<file path="config.mk">
export PLATFORM = sky130hd
export DESIGN_NAME = extended_gcd_bezout
export DESIGN_NICKNAME = d
export VERILOG_FILES = /design/src/hdl/egb_pkg.sv /design/src/hdl/egb_div_unit.sv /design/src/hdl/extended_gcd_bezout.sv
export SDC_FILE = /design/constraint.sdc
export NUM_CORES = 1
export LEC_CHECK = 0
export BUFFER_PORTS_ARGS = -buffer_cell sky130_fd_sc_hd__buf_2
export CORE_MARGIN = 2
export CORE_UTILIZATION = 37
export CTS_CLUSTER_DIAMETER = 30
export DETAILED_ROUTE_END_ITERATION = 6
export GPL_ROUTABILITY_DRIVEN = 0
export PLACE_DENSITY = 0.6
export SLEW_MARGIN = 0
export SYNTH_ARGS = -nofsm -noshare
export SYNTH_HDL_FRONTEND = slang
export SYNTH_SLANG_ARGS = --single-unit
export TNS_END_PERCENT = 1
</file>
<file path="constraint.sdc">
create_clock -name clk -period 8.6 [get_ports clk]
set_clock_uncertainty 0.1 [all_clocks]
set_input_delay 0.86 -clock clk [delete_from_list [all_inputs] [get_ports clk]]
set_output_delay 0.86 -clock clk [all_outputs]
set_load 0.01 [all_outputs]
</file>
<file path="src/hdl/egb_pkg.sv">
// Package of the extended gcd block: channel widths and the sequencer state type.
`default_nettype none

package egb_pkg;

  localparam int OPERAND_W  = 31;  // width of operand_a and operand_b
  localparam int DIVISOR_W  = 31;  // width of the gcd result field
  localparam int COEF_W     = 32;  // width of each Bezout coefficient
  localparam int IN_TDATA_W  = 64;
  localparam int OUT_TDATA_W = 96;

  typedef enum logic [1:0] {
    ST_IDLE,
    ST_CHECK,
    ST_DIV
  } egb_state_t;

endpackage

`default_nettype wire

</file>
<file path="src/hdl/egb_div_unit.sv">
// Shared restoring divider, one quotient bit a cycle, with a shift-add quotient multiply.
`default_nettype none

module egb_div_unit #(
  parameter int DATA_WIDTH = 31
) (
  input  wire logic                          clk,
  input  wire logic                          rst_n,
  input  wire logic                          start,
  input  wire logic [DATA_WIDTH-1:0]         dividend,
  input  wire logic [DATA_WIDTH-1:0]         divisor,
  input  wire logic [egb_pkg::COEF_W-1:0]    mul_a,
  input  wire logic [egb_pkg::COEF_W-1:0]    mul_b,
  output logic                               done,
  output logic [DATA_WIDTH-1:0]              remainder,
  output logic [egb_pkg::COEF_W-1:0]         prod_a,
  output logic [egb_pkg::COEF_W-1:0]         prod_b
);

  localparam int CNT_W = (DATA_WIDTH > 1) ? $clog2(DATA_WIDTH) : 1;
  localparam logic [CNT_W-1:0] LAST_STEP = CNT_W'(DATA_WIDTH - 1);
  localparam int CW = egb_pkg::COEF_W;

  logic                  busy_r;
  logic                  done_r;
  logic [CNT_W-1:0]      cnt_r;
  logic [DATA_WIDTH-1:0] rem_r;
  logic [DATA_WIDTH-1:0] dvd_r;
  logic [DATA_WIDTH-1:0] dsr_r;
  logic [CW-1:0]         ma_r;
  logic [CW-1:0]         mb_r;
  logic [CW-1:0]         acc_a_r;
  logic [CW-1:0]         acc_b_r;

  logic [DATA_WIDTH:0]   trial;
  logic [DATA_WIDTH:0]   diff;
  logic                  qbit;
  logic [DATA_WIDTH-1:0] rem_nxt;
  logic [DATA_WIDTH-1:0] dvd_nxt;
  logic [CW-1:0]         acc_a_nxt;
  logic [CW-1:0]         acc_b_nxt;
  logic                  last_step;

  // Bring down the next dividend bit and try the subtract.
  always_comb begin
    trial     = {rem_r, dvd_r[DATA_WIDTH-1]};
    diff      = trial - {1'b0, dsr_r};
    qbit      = ~diff[DATA_WIDTH];
    rem_nxt   = qbit ? diff[DATA_WIDTH-1:0] : trial[DATA_WIDTH-1:0];
    dvd_nxt   = {dvd_r[DATA_WIDTH-2:0], 1'b0};
    acc_a_nxt = {acc_a_r[CW-2:0], 1'b0} + (qbit ? ma_r : '0);
    acc_b_nxt = {acc_b_r[CW-2:0], 1'b0} + (qbit ? mb_r : '0);
    last_step = busy_r && (cnt_r == '0);
  end

  always_ff @(posedge clk) begin
    if (!rst_n) begin
      busy_r <= 1'b0;
      done_r <= 1'b0;
      cnt_r  <= '0;
    end else begin
      done_r <= last_step;
      if (start) begin
        busy_r <= 1'b1;
        cnt_r  <= LAST_STEP;
      end else if (busy_r) begin
        if (last_step) begin
          busy_r <= 1'b0;
        end
        cnt_r <= cnt_r - 1'b1;
      end
    end
  end

  always_ff @(posedge clk) begin
    if (start) begin
      rem_r   <= '0;
      dvd_r   <= dividend;
      dsr_r   <= divisor;
      ma_r    <= mul_a;
      mb_r    <= mul_b;
      acc_a_r <= '0;
      acc_b_r <= '0;
    end else if (busy_r) begin
      rem_r   <= rem_nxt;
      dvd_r   <= dvd_nxt;
      acc_a_r <= acc_a_nxt;
      acc_b_r <= acc_b_nxt;
    end
  end

  assign done      = done_r;
  assign remainder = rem_r;
  assign prod_a    = acc_a_r;
  assign prod_b    = acc_b_r;

endmodule

`default_nettype wire

</file>
<file path="src/hdl/extended_gcd_bezout.sv">
// Top level of the extended gcd block: stream ports, step sequencer and coefficient pairs.
//
//   channel | dir | handshake          | payload
//   --------+-----+--------------------+------------------------------------------
//   in_     | in  | in_tvalid/tready   | in_tdata: operand_a, operand_b
//   out_    | out | out_tvalid/tready  | out_tdata: divisor, coef_a, coef_b
//
// out_tvalid rises once all quotient steps of a request are done (at most about 46 for
// 31-bit operands); the next request can be taken from that same cycle, in the idle state.
// Each step passes through the check state, then the divider works out DATA_WIDTH
// quotient bits and raises its done strobe.
// in_tready is high only while the sequencer is idle; a finished result sits in the
// output register, so the next request is taken while the result waits for out_tready.
// rst_n is synchronous and active low; it clears the sequencer and the output valid,
// and in_tready stays low while it is asserted.
`default_nettype none

module extended_gcd_bezout #(
  parameter int DATA_WIDTH = 31
) (
  input  wire logic                              clk,
  input  wire logic                              rst_n,
  input  wire logic                              in_tvalid,
  output logic                                   in_tready,
  // [30:0] operand_a, [61:31] operand_b, [63:62] zero
  input  wire logic [egb_pkg::IN_TDATA_W-1:0]    in_tdata,
  output logic                                   out_tvalid,
  input  wire logic                              out_tready,
  // [30:0] divisor, [62:31] coef_a, [94:63] coef_b, [95] zero
  output logic [egb_pkg::OUT_TDATA_W-1:0]        out_tdata
);

  localparam int CW = egb_pkg::COEF_W;
  localparam int OW = egb_pkg::OPERAND_W;

  egb_pkg::egb_state_t state_r;
  egb_pkg::egb_state_t state_nxt;

  // Remainder pair and coefficient pairs of the running recurrence.
  logic [DATA_WIDTH-1:0] rem_hi_r;
  logic [DATA_WIDTH-1:0] rem_lo_r;
  logic [CW-1:0]         xa_r;
  logic [CW-1:0]         xb_r;
  logic [CW-1:0]         ya_r;
  logic [CW-1:0]         yb_r;

  // Output register.
  logic                          out_valid_r;
  logic [egb_pkg::DIVISOR_W-1:0] out_div_r;
  logic [CW-1:0]                 out_ca_r;
  logic [CW-1:0]                 out_cb_r;

  logic [OW-1:0]         operand_a;
  logic [OW-1:0]         operand_b;
  logic                  accept;
  logic                  rem_zero;
  logic                  div_start;
  logic                  out_load;
  logic                  div_done;
  logic [DATA_WIDTH-1:0] div_rem;
  logic [CW-1:0]         prod_a;
  logic [CW-1:0]         prod_b;

  assign operand_a = in_tdata[OW-1:0];
  assign operand_b = in_tdata[2*OW-1:OW];
  assign rem_zero  = (rem_lo_r == '0);

  // Next state.
  always_comb begin
    state_nxt = state_r;
    case (state_r)
      egb_pkg::ST_IDLE: begin
        if (in_tvalid) begin
          state_nxt = egb_pkg::ST_CHECK;
        end
      end
      egb_pkg::ST_CHECK: begin
        if (!rem_zero) begin
          state_nxt = egb_pkg::ST_DIV;
        end else if (!out_valid_r || out_tready) begin
          state_nxt = egb_pkg::ST_IDLE;
        end
      end
      egb_pkg::ST_DIV: begin
        if (div_done) begin
          state_nxt = egb_pkg::ST_CHECK;
        end
      end
      default: state_nxt = egb_pkg::ST_IDLE;
    endcase
  end

  // Sequencer outputs.
  always_comb begin
    in_tready = 1'b0;
    div_start = 1'b0;
    out_load  = 1'b0;
    case (state_r)
      egb_pkg::ST_IDLE:  in_tready = rst_n;
      egb_pkg::ST_CHECK: begin
        div_start = !rem_zero;
        // Hold the finished result until the output register frees up.
        out_load  = rem_zero && (!out_valid_r || out_tready);
      end
      egb_pkg::ST_DIV:   ;
      default:           ;
    endcase
  end

  assign accept = in_tvalid && in_tready;

  always_ff @(posedge clk) begin
    if (!rst_n) begin
      state_r     <= egb_pkg::ST_IDLE;
      out_valid_r <= 1'b0;
    end else begin
      state_r <= state_nxt;
      if (out_load) begin
        out_valid_r <= 1'b1;
      end else if (out_tready) begin
        out_valid_r <= 1'b0;
      end
    end
  end

  // Load the operands, then advance the recurrence once per finished division.
  always_ff @(posedge clk) begin
    if (accept) begin
      rem_hi_r <= DATA_WIDTH'(operand_a);
      rem_lo_r <= DATA_WIDTH'(operand_b);
      xa_r     <= CW'(1);
      xb_r     <= '0;
      ya_r     <= '0;
      yb_r     <= CW'(1);
    end else if ((state_r == egb_pkg::ST_DIV) && div_done) begin
      rem_hi_r <= rem_lo_r;
      rem_lo_r <= div_rem;
      xa_r     <= xb_r;
      xb_r     <= xa_r - prod_a;
      ya_r     <= yb_r;
      yb_r     <= ya_r - prod_b;
    end
  end

  always_ff @(posedge clk) begin
    if (out_load) begin
      out_div_r <= egb_pkg::DIVISOR_W'(rem_hi_r);
      out_ca_r  <= xa_r;
      out_cb_r  <= ya_r;
    end
  end

  // Shared divider: quotient of rem_hi by rem_lo, remainder, and quotient times xb, yb.
  egb_div_unit #(
    .DATA_WIDTH(DATA_WIDTH)
  ) u_div (
    .clk       (clk),
    .rst_n     (rst_n),
    .start     (div_start),
    .dividend  (rem_hi_r),
    .divisor   (rem_lo_r),
    .mul_a     (xb_r),
    .mul_b     (yb_r),
    .done      (div_done),
    .remainder (div_rem),
    .prod_a    (prod_a),
    .prod_b    (prod_b)
  );

  assign out_tvalid = out_valid_r;
  assign out_tdata  = {1'b0, out_cb_r, out_ca_r, out_div_r};

endmodule

`default_nettype wire

</file>
==> results of run 1 <==
-- Yosys cell counts (18+ instances only) --
master	instances	area, um2
sky130_fd_sc_hd__dfxtp_1	233	4660
sky130_fd_sc_hd__nand2b_1	23	144
sky130_fd_sc_hd__ha_1	155	1940
sky130_fd_sc_hd__edfxtp_1	283	8500
sky130_fd_sc_hd__a31oi_1	19	119
sky130_fd_sc_hd__mux2i_1	56	561
sky130_fd_sc_hd__o21a_1	18	135
sky130_fd_sc_hd__a21o_1	66	495
sky130_fd_sc_hd__nand2_1	544	2040
sky130_fd_sc_hd__xnor2_1	79	692
sky130_fd_sc_hd__nand3_1	61	305
sky130_fd_sc_hd__nor2b_1	20	125
sky130_fd_sc_hd__xor2_1	34	298
sky130_fd_sc_hd__o21ai_0	117	586
sky130_fd_sc_hd__nor3_1	50	250
sky130_fd_sc_hd__inv_1	145	544
sky130_fd_sc_hd__nor2_1	153	574
sky130_fd_sc_hd__and2_1	68	425
sky130_fd_sc_hd__a21oi_1	257	1290
sky130_fd_sc_hd__a211oi_1	31	233
sky130_fd_sc_hd__or3_1	21	131
sky130_fd_sc_hd__and3_1	19	119
sky130_fd_sc_hd__clkbuf_1	96	360
-- registers in the layout, indices dropped and copies added (netlist names) --
name and count:
rem_lo_r 31, out_cb_r 32, u_div.prod_a 32, out_ca_r 32, u_div.remainder 31, xb_r 32, out_div_r 31, rem_hi_r 31
state_r 2, u_div.dvd_r 31, u_div.dsr_r 31, out_tvalid 1, ya_r 32, u_div.busy_r 1, u_div.cnt_r 5, u_div.done 1
u_div.ma_r 32, u_div.mb_r 32, u_div.prod_b 32, xa_r 32, yb_r 32
-- how the worst max path moves through the flow --
stage | from | endpoint | depth (start not counted)
floorplan | rem_lo_r[8] | out_ca_r[0] | 5
global placement | u_div.dsr_r[4] | u_div.prod_b[29] | 22
detailed placement | u_div.remainder[3] | u_div.prod_b[29] | 21
CTS | u_div.dsr_r[4] | u_div.prod_b[29] | 22
global route | u_div.dsr_r[4] | u_div.prod_b[29] | 22
finish | u_div.dsr_r[4] | u_div.prod_b[29] | 22
-- metal layers --
metal	track usage, %	wire, um
met1	23.9	31000
met2	28.8	29800
met3	3.09	3030
met4	5.01	973
met5	0	0
-- stage by stage --
step | instance area (um2) | total power (uW) | util [%] | worst slack (ps) | hold WS [ps]
2_1_floorplan | 26200 | 5980 | - | 2660 | 308
3_3_place_gp | 28000 | 6720 | 39.9 | 2180 | 330
3_5_place_dp | 28000 | 6740 | 39.9 | 2050 | 334
4_1_cts | 32000 | 11300 | 45.8 | 2030 | 318
5_1_grt | 32000 | 11900 | 45.8 | 1420 | 348
6_report | 32000 | 11200 | 45.8 | 1930 | 344
-- power breakdown --
| group | internal (uW) | total [uW] | switching (uW) |
|---|---|---|---|
| Sequential | 2910 | 3140 | 230 |
| Combinational | 1510 | 3570 | 2060 |
| Clock | 2970 | 4470 | 1500 |
| Total | 7400 | 11200 | 3790 |
-- layout make-up --
cell class | instances | area, um2 | area share [%]
clock buffer | 133 | 3070 | 9.58
tap | 940 | 1180 | 3.67
multi-input combinational | 1983 | 12100 | 37.8
inverter | 146 | 556 | 1.73
clock inverter | 92 | 1010 | 3.16
antenna | 1 | 2.50 | 0.00781
sequential | 516 | 13200 | 41.1
timing repair buffer | 180 | 946 | 2.95
-- worst register-to-register path, stage by stage, from the launching register on --
cell	delay, ps
sky130_fd_sc_hd__edfxtp_1	370
sky130_fd_sc_hd__inv_1	70
sky130_fd_sc_hd__ha_1	270
sky130_fd_sc_hd__a21o_1	240
sky130_fd_sc_hd__or3_1	330
sky130_fd_sc_hd__o21ai_0	370
sky130_fd_sc_hd__o221ai_1	250
sky130_fd_sc_hd__o211ai_1	340
sky130_fd_sc_hd__nand4_1	190
sky130_fd_sc_hd__nand3_4	270
sky130_fd_sc_hd__buf_4	600
sky130_fd_sc_hd__and2_1	330
sky130_fd_sc_hd__ha_1	300
sky130_fd_sc_hd__a2111oi_0	420
sky130_fd_sc_hd__o21ai_0	180
sky130_fd_sc_hd__nor3b_1	210
sky130_fd_sc_hd__o21a_1	250
sky130_fd_sc_hd__a21oi_1	330
sky130_fd_sc_hd__o21ai_0	130
sky130_fd_sc_hd__a21oi_1	250
sky130_fd_sc_hd__o21ai_0	170
sky130_fd_sc_hd__and3_1	200
sky130_fd_sc_hd__a2111oi_0	370
-- cell families after synthesis --
logic type / Yosys count
and+or+nand+nor: 1027
AOI/OAI and AO/OA: 623
DFF: 516
buffers and inverters: 255
adders and majority gates: 160
xor gates and xnor gates: 114
muxes: 58
other: 1
==> metrics list, run 1 <==
- Data on the critical path arrives at its endpoint at 7090 ps.
* Effective utilization at floorplan: roughly 37%
- Largest family of logic cells by synthesized area: simple AND/OR/NAND/NOR gates
- The post-route netlist has 14.1% of its cells at a drive strength greater than 1.
- Most common cell after layout, fill and taps aside: sky130_fd_sc_hd__nand2_1
- Once the clock tree was built, the resizer swapped 0 gates to a different size.
- After synthesis, flip-flops and latches occupy 50.2% of the total area.
- Xor and xnor area share after synthesis: 3.86%
- For this design, the slowest cell found on the critical path is sky130_fd_sc_hd__buf_4.
* Worst reg2reg startpoint: u_div.dsr_r[4]
* First-pass GRT wire length: 104000 um
* Cts bufs inserted: ~120
- Compared with the post-synthesis result, the final layout area differs by 22.3%.
* Crit-path cells: inv_1 > ha_1 > a21o_1 > or3_1 > o21ai_0 > o221ai_1 > o211ai_1 > nand4_1 > nand3_4 > buf_4 > and2_1 > ha_1 > a2111oi_0 > o21ai_0 > nor3b_1 > o21a_1 > a21oi_1 > o21ai_0 > a21oi_1 > o21ai_0 > and3_1 > a2111oi_0
- Clock latency on the worst-skew pair, taken at its later pin, is ~670 ps.
- Count of different cell masters after synthesis: 78
* Worst Hold Launch: rem_hi_r[11]
- Worst setup EP type: flip-flop
- Global routing consumed, over all layers together, 17.6% of the routing resources.
- Detail Route Antenna Nets: 0
- Pin count of the biggest net entering global routing: 134
- Summing every instance area after synthesis gives 26200 um2.
- Non-filler cells in the finished layout: 3991
- Summing the areas of all compound-gate instances in the mapped netlist gives 14.6% of the synthesized area.
- Synthesis handed over a netlist of 2754 instances.
- TritonCTS built the clock tree.
- Adder-cell share of the synthesized area: 7.78%
- STA puts the critical path data required time at 9020 ps.
- The final max-slew violation count was 0.
- Subtracting the final worst setup slack from the clock period gives 6670 ps.
- The total area inside the core boundary comes to 70000 um2.
* Worst setup SP type: flip-flop
- Status: finished, final reports clean
- For this run, the detailed router's first-pass iteration total came to 5.
- Counting tap cells, the placed design contains a total of 3765 instances.
* Commonest register cell after synthesis: sky130_fd_sc_hd__edfxtp_1
- Buffer and inverter count on the worst path: 2
* Average size of a mapped cell: 9.52 um2
- The worst hold path terminates at out_div_r[11].
- Transition time of the tightest slew-check pin: 1080 ps
* Maximum vdd ir drop: approximately 0.00021 V
- CTS built an H-tree with a depth of 3.
- Clock Tree Buf Depth: 3
- Die width: 270 um
- After Yosys synthesis, and, or, nand and nor cells account for 17.6% of the synthesized area.
* Number of antenna violations at the first check in global routing: 0
* Max-capacitance violation count: 0
* Critical R2R Capture: u_div.prod_b[29]
- The final route contains 20000 vias.
* Total number of clock tree sinks: 516
- Summed over all cells, the static leakage comes to 0.0134 uW.
- Port-buffer cells: 162
- Along the worst path, the maximum fanout reaches 52.
* Flop and latch count out of synthesis: 516
- Row count: a little under 100
- Fraction of registers with async set/reset: 0%
- Post-CTS Hold Fix Bufs: 0
- Counting the fill cells in the layout gives 6683.
- Period utilization: 77.5%
- For this block, the initial DRC count from the detailed router was 1159.
* DIE AREA: between 70000 and 80000 um2
- Multiplexer area fraction after synthesis: about 2.2%
* Highest-count cells in the layout ignoring fill and taps: sky130_fd_sc_hd__nand2_1 (542), sky130_fd_sc_hd__edfxtp_1 (283), sky130_fd_sc_hd__a21oi_1 (257), sky130_fd_sc_hd__dfxtp_1 (232), sky130_fd_sc_hd__buf_2 (162)
- Number of synthesized flops with an enable pin: 283
- After clock tree synthesis, the setup repair step added 0 buffers.
- Achievable Freq: 150 MHz
* Reg2Reg Setup Slack: 1930 ps
* Total Nets Final: between 3000 and 4000
- Synthesis produced a netlist with a net count of around 3000.
- Worst rel slew slack: 28.2%
- Setup repair after global routing left no endpoint under its margin.
* Crit Path Category: flip-flop to flip-flop
- During synthesis, Yosys emitted a total of 0 warnings.
- Top-Level Pins: ~170
- After clock tree synthesis, the clock-pin slew on the worst setup and hold paths is 50 ps.
* Cell repeated most along the worst path: sky130_fd_sc_hd__o21ai_0
* Via count of the first global-routing pass: 19700
- Residual DRC count: 0
- Setup violation total in the final timing report: 0
- Final Routed Wirelength: 64800 um
- The number of hold-slack violations in the final timing report came to 0.
- R2R depth: 22
- In this run the vertical extent of the chip is approximately 270 um.
* Power density relative to cell area: 349 nW/um2
- Clock tree synthesis selected as its root buffer the cell sky130_fd_sc_hd__clkbuf_16.
* Routed wirelength normalized by instance count: around 16 um
- Final HPWL DP: between 40000 and 50000 um
- Sum of negative setup slack: 0 ps
- Vias per cell: 5.01
- Grouping stages by cell kind, the critical path spends the most delay in compound AO/OA/AOI/OAI gates.
- Maximum single-stage delay on the critical path: 590 ps
- Hold-critical path depth: 0
- The min-delay analysis places its worst path in the category flip-flop to flip-flop.
* Sum of overflow across all layers after global routing: 0
(Power assumes the default switching activity.)
==> run 2: changes to the inputs <==
==> constraint.sdc (replaced) <==
create_clock -name clk -period 6.2 [get_ports clk]
set_clock_uncertainty 0.1 [all_clocks]
set_input_delay 0.62 -clock clk [delete_from_list [all_inputs] [get_ports clk]]
set_output_delay 0.62 -clock clk [all_outputs]
set_load 0.01 [all_outputs]
==> run 2 against run 1 <==
  * Worst setup slack got worse by 1600 ps
  * First-iteration DRC count decreased by 6.6%
  * Sequential share of layout area decreased by 0.061 points
  * Critical path depth increased by 1
  * Critical path type unchanged
  * Highest routed layer unchanged
==> metrics list, run 2 (synthesized netlist as in run 1, its figures left out) <==
- The filler cell count was 6636 (-0.70%).
- The worst setup path is launched from a flip-flop.
* Share of layout cells above drive strength 1: 14.1% (-0.047 points)
- Setup violation total in the final timing report: 0 (unchanged)
- The H-tree depth reported by CTS was 3 (unchanged).
- The number of hold-slack violations in the final timing report is 0 (unchanged).
* Clock Tree Buf Depth: 3 (unchanged)
- Post-CTS Hold Fix Bufs: 0 (unchanged)
- Highest-count cells in the layout ignoring fill and taps: sky130_fd_sc_hd__nand2_1 (542), sky130_fd_sc_hd__edfxtp_1 (283), sky130_fd_sc_hd__a21oi_1 (256), sky130_fd_sc_hd__dfxtp_1 (232), sky130_fd_sc_hd__buf_2 (162)
- The die width is 270 um (unchanged).
* Vias per cell: 5.05 (+0.81%)
* Final Routed Wirelength: 65600 um (+1.2%)
- The peak fanout along the critical path came to 10 (-81%).
- The clock latency of the later-clocked register in the worst-skew pair is 660 ps (about the same).
- The total cell area at the placement stage came to 28000 um2 (+0.28%).
- The global-route total usage across every layer is 17.8% (+0.18 points).
- The area of the core is 70000 um2 (unchanged).
- Achievable Freq: 170 MHz (+13%)
- Sum of overflow across all layers after global routing: 0 (unchanged)
- The starting density of the core is 37.4% (unchanged).
- Sum of negative setup slack: 0 ps (unchanged)
* Worst rel slew slack: 27.0% (-1.2 points)
* Leakage: 0.0134 uW (about the same)
- Total number of clock tree sinks: 516 (unchanged)
- Maximum vdd ir drop: 0.000253 V (+18%)
- The power per cell area is 486 nW/um2 (+39%).
* Slew Limit Fails: 0 (unchanged)
- The largest net degree at the start of global routing came to 88 (-34%).
* Arrival time of data at the critical path endpoint: 6300 ps (-790 ps)
- The final instance area is 32100 um2 (+0.15%).
- Clock-pin slew reported for the worst setup and hold paths after clock tree synthesis: 50 ps (about the same)
- The count of TritonRoute iterations in the first routing pass was 5 (unchanged).
- The tightest min-delay check is of the input port to flip-flop type.
* Area added between synthesis and finish: 22.4%
* Transition time of the tightest slew-check pin: 1100 ps (+18.4 ps)
- The post-route antenna net violation count came to 0 (unchanged).
* Data required time of the critical path: 6610 ps (-2410 ps)
- Clock tree root buffer cell: sky130_fd_sc_hd__clkbuf_16
* Routed wirelength normalized by instance count: 16.4 um (+1.1%)
- Worst setup EP type: flip-flop
* DIE AREA: 73000 um2 (unchanged)
* Via count of the routed design: 20200 (+0.88%)
- Crit Path Category: flip-flop to flip-flop
* Residual DRC count: 0 (unchanged)
* Port-buffer cells: 162 (unchanged)
* Cts bufs inserted: 114 (-4.2%)
* Die height: 270 um (unchanged)
- The initial antenna violation count was 1 (+1).
- Final HPWL DP: 43400 um (+2.2%)
- TritonCTS built the clock tree.
* Total Nets Final: 3180 (+0.19%)
- The number of top-level pins was 166 (unchanged).
- The row count was 97 (unchanged).
* Setup repair after global routing missed its margin: true
* Via count of the first global-routing pass: 19800 (+0.42%)
- Status: finished, final reports clean
- The wire length of the first global-routing pass came to 105000 um (+0.84%).
* Period utilization: 95.0% (+17 points)
- Violation count after the first detailed-routing iteration: 1083 (-6.6%)
- Most common cell after layout, fill and taps aside: sky130_fd_sc_hd__nand2_1
* Max-capacitance violation count: 0 (unchanged)
* Time the worst path needs with I/O delays and setup: 5890 ps (-777 ps)
## run 2: where the power goes
| part | switching (uW) | internal, uW |
|---|---|---|
| clock | 1980 | 4220 |
| sequential | 317 | 4040 |
| combinational | 2880 | 2140 |
## run 2: final cells by class
class | instances | area, um2 | area share (%)
sequential | 516 | 13200 | 41.0
multi-input combinational | 1983 | 12100 | 37.8
clock buffer | 143 | 3120 | 9.71
tap | 940 | 1180 | 3.66
timing repair buffer | 191 | 1030 | 3.20
clock inverter | 74 | 908 | 2.83
inverter | 146 | 556 | 1.73
antenna | 1 | 2.50 | 0.00780
## run 2: what timing repair did
item                                    in CTS  in global routing
gates resized for setup                      0                  5
setup buffers                                0                  1
endpoints found under the setup margin       0                  4
## run 2: path summary, 6_finish.rpt
check	start	endpoint	slack (ps)	depth (start not counted)
setup reg to reg	u_div.dsr_r[4]	u_div.prod_a[16]	310	23
hold / removal	in_tdata[33]	rem_lo_r[2]	130	3
hold reg to reg	rem_hi_r[16]	out_div_r[16]	340	0
setup / recovery	u_div.dsr_r[4]	u_div.prod_a[16]	310	23
## run 2: layer usage
metal,up-vias,GRT usage (%),part of all wire (%)
met2,387,28.4,45
met3,104,3.20,4.3
li1,10200,-,-
met5,-,0,0
met1,9528,24.2,48
met4,0,6.39,2.5
## run 2: worst max-delay path, cell delays in order, from the launching register on
cell                       delay (ps)
sky130_fd_sc_hd__edfxtp_1         320
sky130_fd_sc_hd__inv_1             40
sky130_fd_sc_hd__ha_1             320
sky130_fd_sc_hd__a21o_1           240
sky130_fd_sc_hd__or3_1            340
sky130_fd_sc_hd__o21ai_0          180
sky130_fd_sc_hd__buf_4            150
sky130_fd_sc_hd__o221ai_1         160
sky130_fd_sc_hd__o211ai_1         340
sky130_fd_sc_hd__a211o_1          220
sky130_fd_sc_hd__nand3_4          180
sky130_fd_sc_hd__buf_4            230
sky130_fd_sc_hd__and2_1           180
sky130_fd_sc_hd__ha_1             270
sky130_fd_sc_hd__a21o_1           170
sky130_fd_sc_hd__a21oi_2          170
sky130_fd_sc_hd__o21bai_1         100
sky130_fd_sc_hd__a2111o_1         460
sky130_fd_sc_hd__nor3b_2          190
sky130_fd_sc_hd__or3_1            380
sky130_fd_sc_hd__a311o_1          400
sky130_fd_sc_hd__a41oi_1          250
sky130_fd_sc_hd__mux2i_1          230
sky130_fd_sc_hd__o311ai_1         110
## run 2: stage by stage
stage          setup WS, ps  instances  power [uW]  hold slack [ps]  utilization [%]
2_1_floorplan           255       2754        8300              308                -
3_3_place_gp            347       3775        9370              330             40.0
3_5_place_dp            324       3775        9400              332             40.0
4_1_cts                 160       3992       15700             93.2             45.8
5_1_grt               -38.2       3994       16600              128             45.8
6_report                311       3994       15600              132             45.8
==> run 3: changes to the inputs <==
--- a/config.mk
+++ b/config.mk
@@ -15,5 +15,6 @@
 export SLEW_MARGIN = 0
 export SYNTH_ARGS = -nofsm -noshare
 export SYNTH_HDL_FRONTEND = slang
+export SYNTH_HIERARCHICAL = 1
 export SYNTH_SLANG_ARGS = --single-unit
 export TNS_END_PERCENT = 1
==> run 3 against run 2 <==
  * Fmax grew 2.5%
  * Global-route usage increased by 0.17 points
  * Clock-buffer cell count shrank 3
  * Routed wire length rose by 1.3%
  * Critical path type unchanged
  * Area after synthesis about the same
  * Combinational power shrank 7.2%
  * Worst hold slack better by 8.5 ps
  * Cell area decreased by 0.25%
  * Largest power group unchanged
  * Sequential power shrank 2%
  * Synthesized cell count fell by 2.4%
  * Largest cell class unchanged
  * Cell count down 1.9%
==> metrics list, run 3 <==
- Status: finished, final reports clean
* Top-Level Pins: 166 (unchanged)
- The number of maximum-capacitance violations was 0 (unchanged).
- Crit Path Category: flip-flop to flip-flop
- The worst-case register-to-register setup slack was 450 ps (+140 ps).
* Crit-path cells: ha_1 > a21oi_1 > o21ai_0 > a221oi_1 > or4b_1 > nand3_1 > a211oi_4 > buf_4 > and2_1 > ha_1 > fa_1 > a211oi_1 > o21ai_0 > a31oi_2 > o31a_1 > o21ai_0 > o21a_1 > a31oi_1 > o21ai_0 > xor2_1 > a211oi_2
- Buffer and inverter count on the worst path: 1 (-2)
- STA classifies the critical path startpoint as a flip-flop.
* Clock tree root buffer cell: sky130_fd_sc_hd__clkbuf_16
- The peak fanout along the critical path is 7 (-3).
- Relative to the synthesized area, the layout overhead comes to 22.1%.
* Flop and latch count out of synthesis: 516 (unchanged)
- Worst reg2reg startpoint: u_div/remainder[21]
- Maximum single-stage delay on the critical path: 470 ps (about the same)
* H-tree depth: 3 (unchanged)
- Vias per cell: 5.20 (+2.8%)
* Worst min-delay path class: input port to flip-flop
- Among all cell types in the netlist, the one instantiated most often is sky130_fd_sc_hd__nand2_1.
* Leakage: 0.0131 uW (-2.2%)
* Die width: 270 um (about the same)
- Worst setup EP type: flip-flop
- TritonCTS built the clock tree.
* Clock-pin slew reported for the worst setup and hold paths after clock tree synthesis: 50 ps (about the same)
- Final hold viol count: 0 (unchanged)
- In this run the critical register-to-register path is captured at u_div/prod_a[31].
- Effective utilization at floorplan: 37.4% (about the same)
- The proportion of layout cells with a drive suffix above 1 was 15.1% (+1.0 points).
* Post-CTS Hold Fix Bufs: 0 (unchanged)
- Synthesized net count: 2917 (-2.2%)
- Number of warnings issued by yosys: 6 (+6)
* Fraction of registers with async set/reset: 0% (unchanged)
- The per-instance average area after synthesis came to 9.75 um2 (+2.4%).
- Area fraction of the dominant cell type after synthesis: 32.4% (about the same)
- Worst path slowest cell: sky130_fd_sc_hd__or4b_1
* Hold path endpoint: rem_hi_r[16]
* Number of instances in the synthesized netlist: 2689 (-2.4%)
- Number of fillers in the final layout: 6646 (+0.15%)
* Transition time of the tightest slew-check pin: 1240 ps (+149 ps)
* Row count: 97 (unchanged)
- Slew Limit Fails: 0 (unchanged)
* Kind of cell with the highest combined delay on the critical path: compound AO/OA/AOI/OAI gates
* Power density relative to cell area: 473 nW/um2 (-2.7%)
- Via count of the routed design: 20400 (+0.92%)
- Hold-critical path depth: 3 (unchanged)
- The post-detailed-route wirelength per cell was 16.9 um (+3.2%).
- The number of enable-type register cells in the synthesized netlist is 283 (unchanged).
* Commonest register cell after synthesis: sky130_fd_sc_hd__edfxtp_1
* Placed instance area: 28000 um2 (-0.30%)
- The number of global-route vias before repair was 20700 (+4.8%).
* Total Nets Final: 3106 (-2.3%)
- The y dimension of the die is 270 um (about the same).
* Area of all placed cells without fillers: 32000 um2 (-0.25%)
- Final HPWL DP: 43900 um (+1.3%)
- R2R depth: 21 (-8.7%)
* Worst rel slew slack: 16.9% (-10 points)
* Sum of overflow across all layers after global routing: 0 (unchanged)
- First-pass GRT wire length: 107000 um (+2.2%)
* Setup violation total in the final timing report: 0 (unchanged)
- The total detailed-routing wirelength is 66400 um (+1.3%).
* Arrival time of data at the critical path endpoint: 6220 ps (-80 ps)
- The post-route antenna net violation count is 0 (unchanged).
- All-layer global routing usage: 18.0% (+0.17 points)
- The count of TritonRoute iterations in the first routing pass was 5 (unchanged).
- Total core area: 70000 um2 (unchanged)
- Worst Hold Launch: in_tdata[16]
- The initial DRC count came to 1266 (+17%).
- Time the worst path needs with I/O delays and setup: 5750 ps (-143 ps)
- The clock latency of the later-clocked register in the worst-skew pair was 650 ps (about the same).
- The total CTS buffers is 116 (+1.8%).
- Cell repeated most along the worst path: sky130_fd_sc_hd__o21ai_0
* Data required time of the critical path: 6670 ps (+60 ps)
- The worst-case clock buffer depth is 3 (unchanged).
- The maximum frequency from static timing analysis came to 174 MHz (+2.5%).
- Residual DRC count: 0 (unchanged)
- The number of clock sinks is 516 (unchanged).
* Share of the yosys chip area belonging to registers: 50.2% (about the same)
- The ratio of final minimum period to clock period is 92.7% (-2.3 points).
- DIE AREA: 73000 um2 (about the same)
- The maximum ir drop on the vdd rail was 0.000251 V (-0.62%).
* Combined area of all synthesized cells: 26200 um2 (about the same)
- Pin count of the biggest net entering global routing: 136 (+55%)
- Number of antenna violations at the first check in global routing: 0 (-1)
* Setup repair after global routing missed its margin: false
* Top cells by count, synth: sky130_fd_sc_hd__nand2_1 (535), sky130_fd_sc_hd__edfxtp_1 (283), sky130_fd_sc_hd__a21oi_1 (237)
- Count of different cell masters after synthesis: 87 (+12%)
- Leaving out fill and tap cells, the most frequent cell in the layout is sky130_fd_sc_hd__nand2_1.
- The antenna cell count was 0 (-1).
* Synth area leaders: sky130_fd_sc_hd__edfxtp_1 (32%), sky130_fd_sc_hd__dfxtp_1 (18%), sky130_fd_sc_hd__nand2_1 (7.7%)
- The number of port buffers is 162 (unchanged).
- Sum of negative setup slack: 0 ps (unchanged)
* Highest-count cells in the layout ignoring fill and taps: sky130_fd_sc_hd__nand2_1 (534), sky130_fd_sc_hd__edfxtp_1 (283), sky130_fd_sc_hd__a21oi_1 (237), sky130_fd_sc_hd__dfxtp_1 (232), sky130_fd_sc_hd__buf_2 (162)
* Cell type with the highest aggregate area in the netlist: sky130_fd_sc_hd__edfxtp_1
## run 3: cell types whose count changed in the layout (fill, tap and decap cells not counted), moves of 19 or more
cell,before,now
sky130_fd_sc_hd__inv_1,143,124
sky130_fd_sc_hd__xor2_1,34,54
sky130_fd_sc_hd__a21oi_1,256,237
sky130_fd_sc_hd__mux2_2,2,30
sky130_fd_sc_hd__o21ai_1,2,26
sky130_fd_sc_hd__nor3_1,50,27
## run 3: worst min-delay path, delay by kind of cell
kind / cells / cell delay [ps]
buf+inv: 1 / 80
simple gates: 2 / 90
## run 3: through the flow
step	cells	hold WS, ps	utilization (%)	power, uW	worst slack, ps
after floorplan	2689	308	-	7890	139
after detailed placement	3699	327	39.9	8920	327
after CTS	3919	96.8	45.7	15200	330
after global routing	3920	127	45.7	16000	81.8
after global placement	3699	322	39.9	8810	514
final	3920	140	45.7	15100	454
## run 3: what timing repair did
item / in CTS / in global routing
buffers inserted: 0 / 1
resized for setup: 0 / 2
endpoints found under the setup margin: 0 / 2
## run 3: report_power, final
group | total (uW) | internal (uW) | switching [uW]
Combinational | 4660 | 1890 | 2770
Sequential | 4280 | 3990 | 290
Clock | 6190 | 4140 | 2040
Total | 15100 | 10000 | 5100
## run 3: per-layer routing
metal  track usage, %  part of all wire (%)  vias up
li1                 -                     -     9938
met1             22.6                    45     9740
met2             30.3                    47      547
met3             3.43                   5.1      145
met4             7.19                   2.9        0
met5                0                     0        -
## run 3: cell families after synthesis
family | Yosys count | share of synthesized area (%)
other | 1 | 0.0143
XOR/XNOR | 133 | 4.44
flip-flops | 516 | 50.2
multiplexers | 70 | 2.82
buffers and inverters | 238 | 3.52
AO/OA/AOI/OAI | 634 | 15.4
AND/OR/NAND/NOR | 937 | 15.8
adder cells (fa/ha/maj) | 160 | 7.78
## run 3: worst max-delay path by stage
stage,from,end,slack (ps),depth (start not counted)
2_1_floorplan,rem_lo_r[8],out_ca_r[0],140,5
3_3_place_gp,u_div/dsr_r[12],u_div/prod_a[31],510,21
3_5_place_dp,u_div/dsr_r[8],u_div/prod_a[31],330,21
4_1_cts,u_div/remainder[11],u_div/prod_a[31],330,20
5_1_grt,u_div/dsr_r[22],u_div/prod_a[31],80,22
6_report,u_div/remainder[21],u_div/prod_a[31],450,21
## run 3: area by class of cell
class                           instances  area (um2)  share of cell area, %
Timing Repair Buffer                  184         988                   3.09
Clock buffer                          140        3160                   9.87
Tap cell                              940        1180                   3.67
Multi-Input combinational cell       1935       12200                   38.0
Clock inverter                         80         886                   2.77
Sequential cell                       516       13200                   41.1
Inverter                              125         469                   1.47
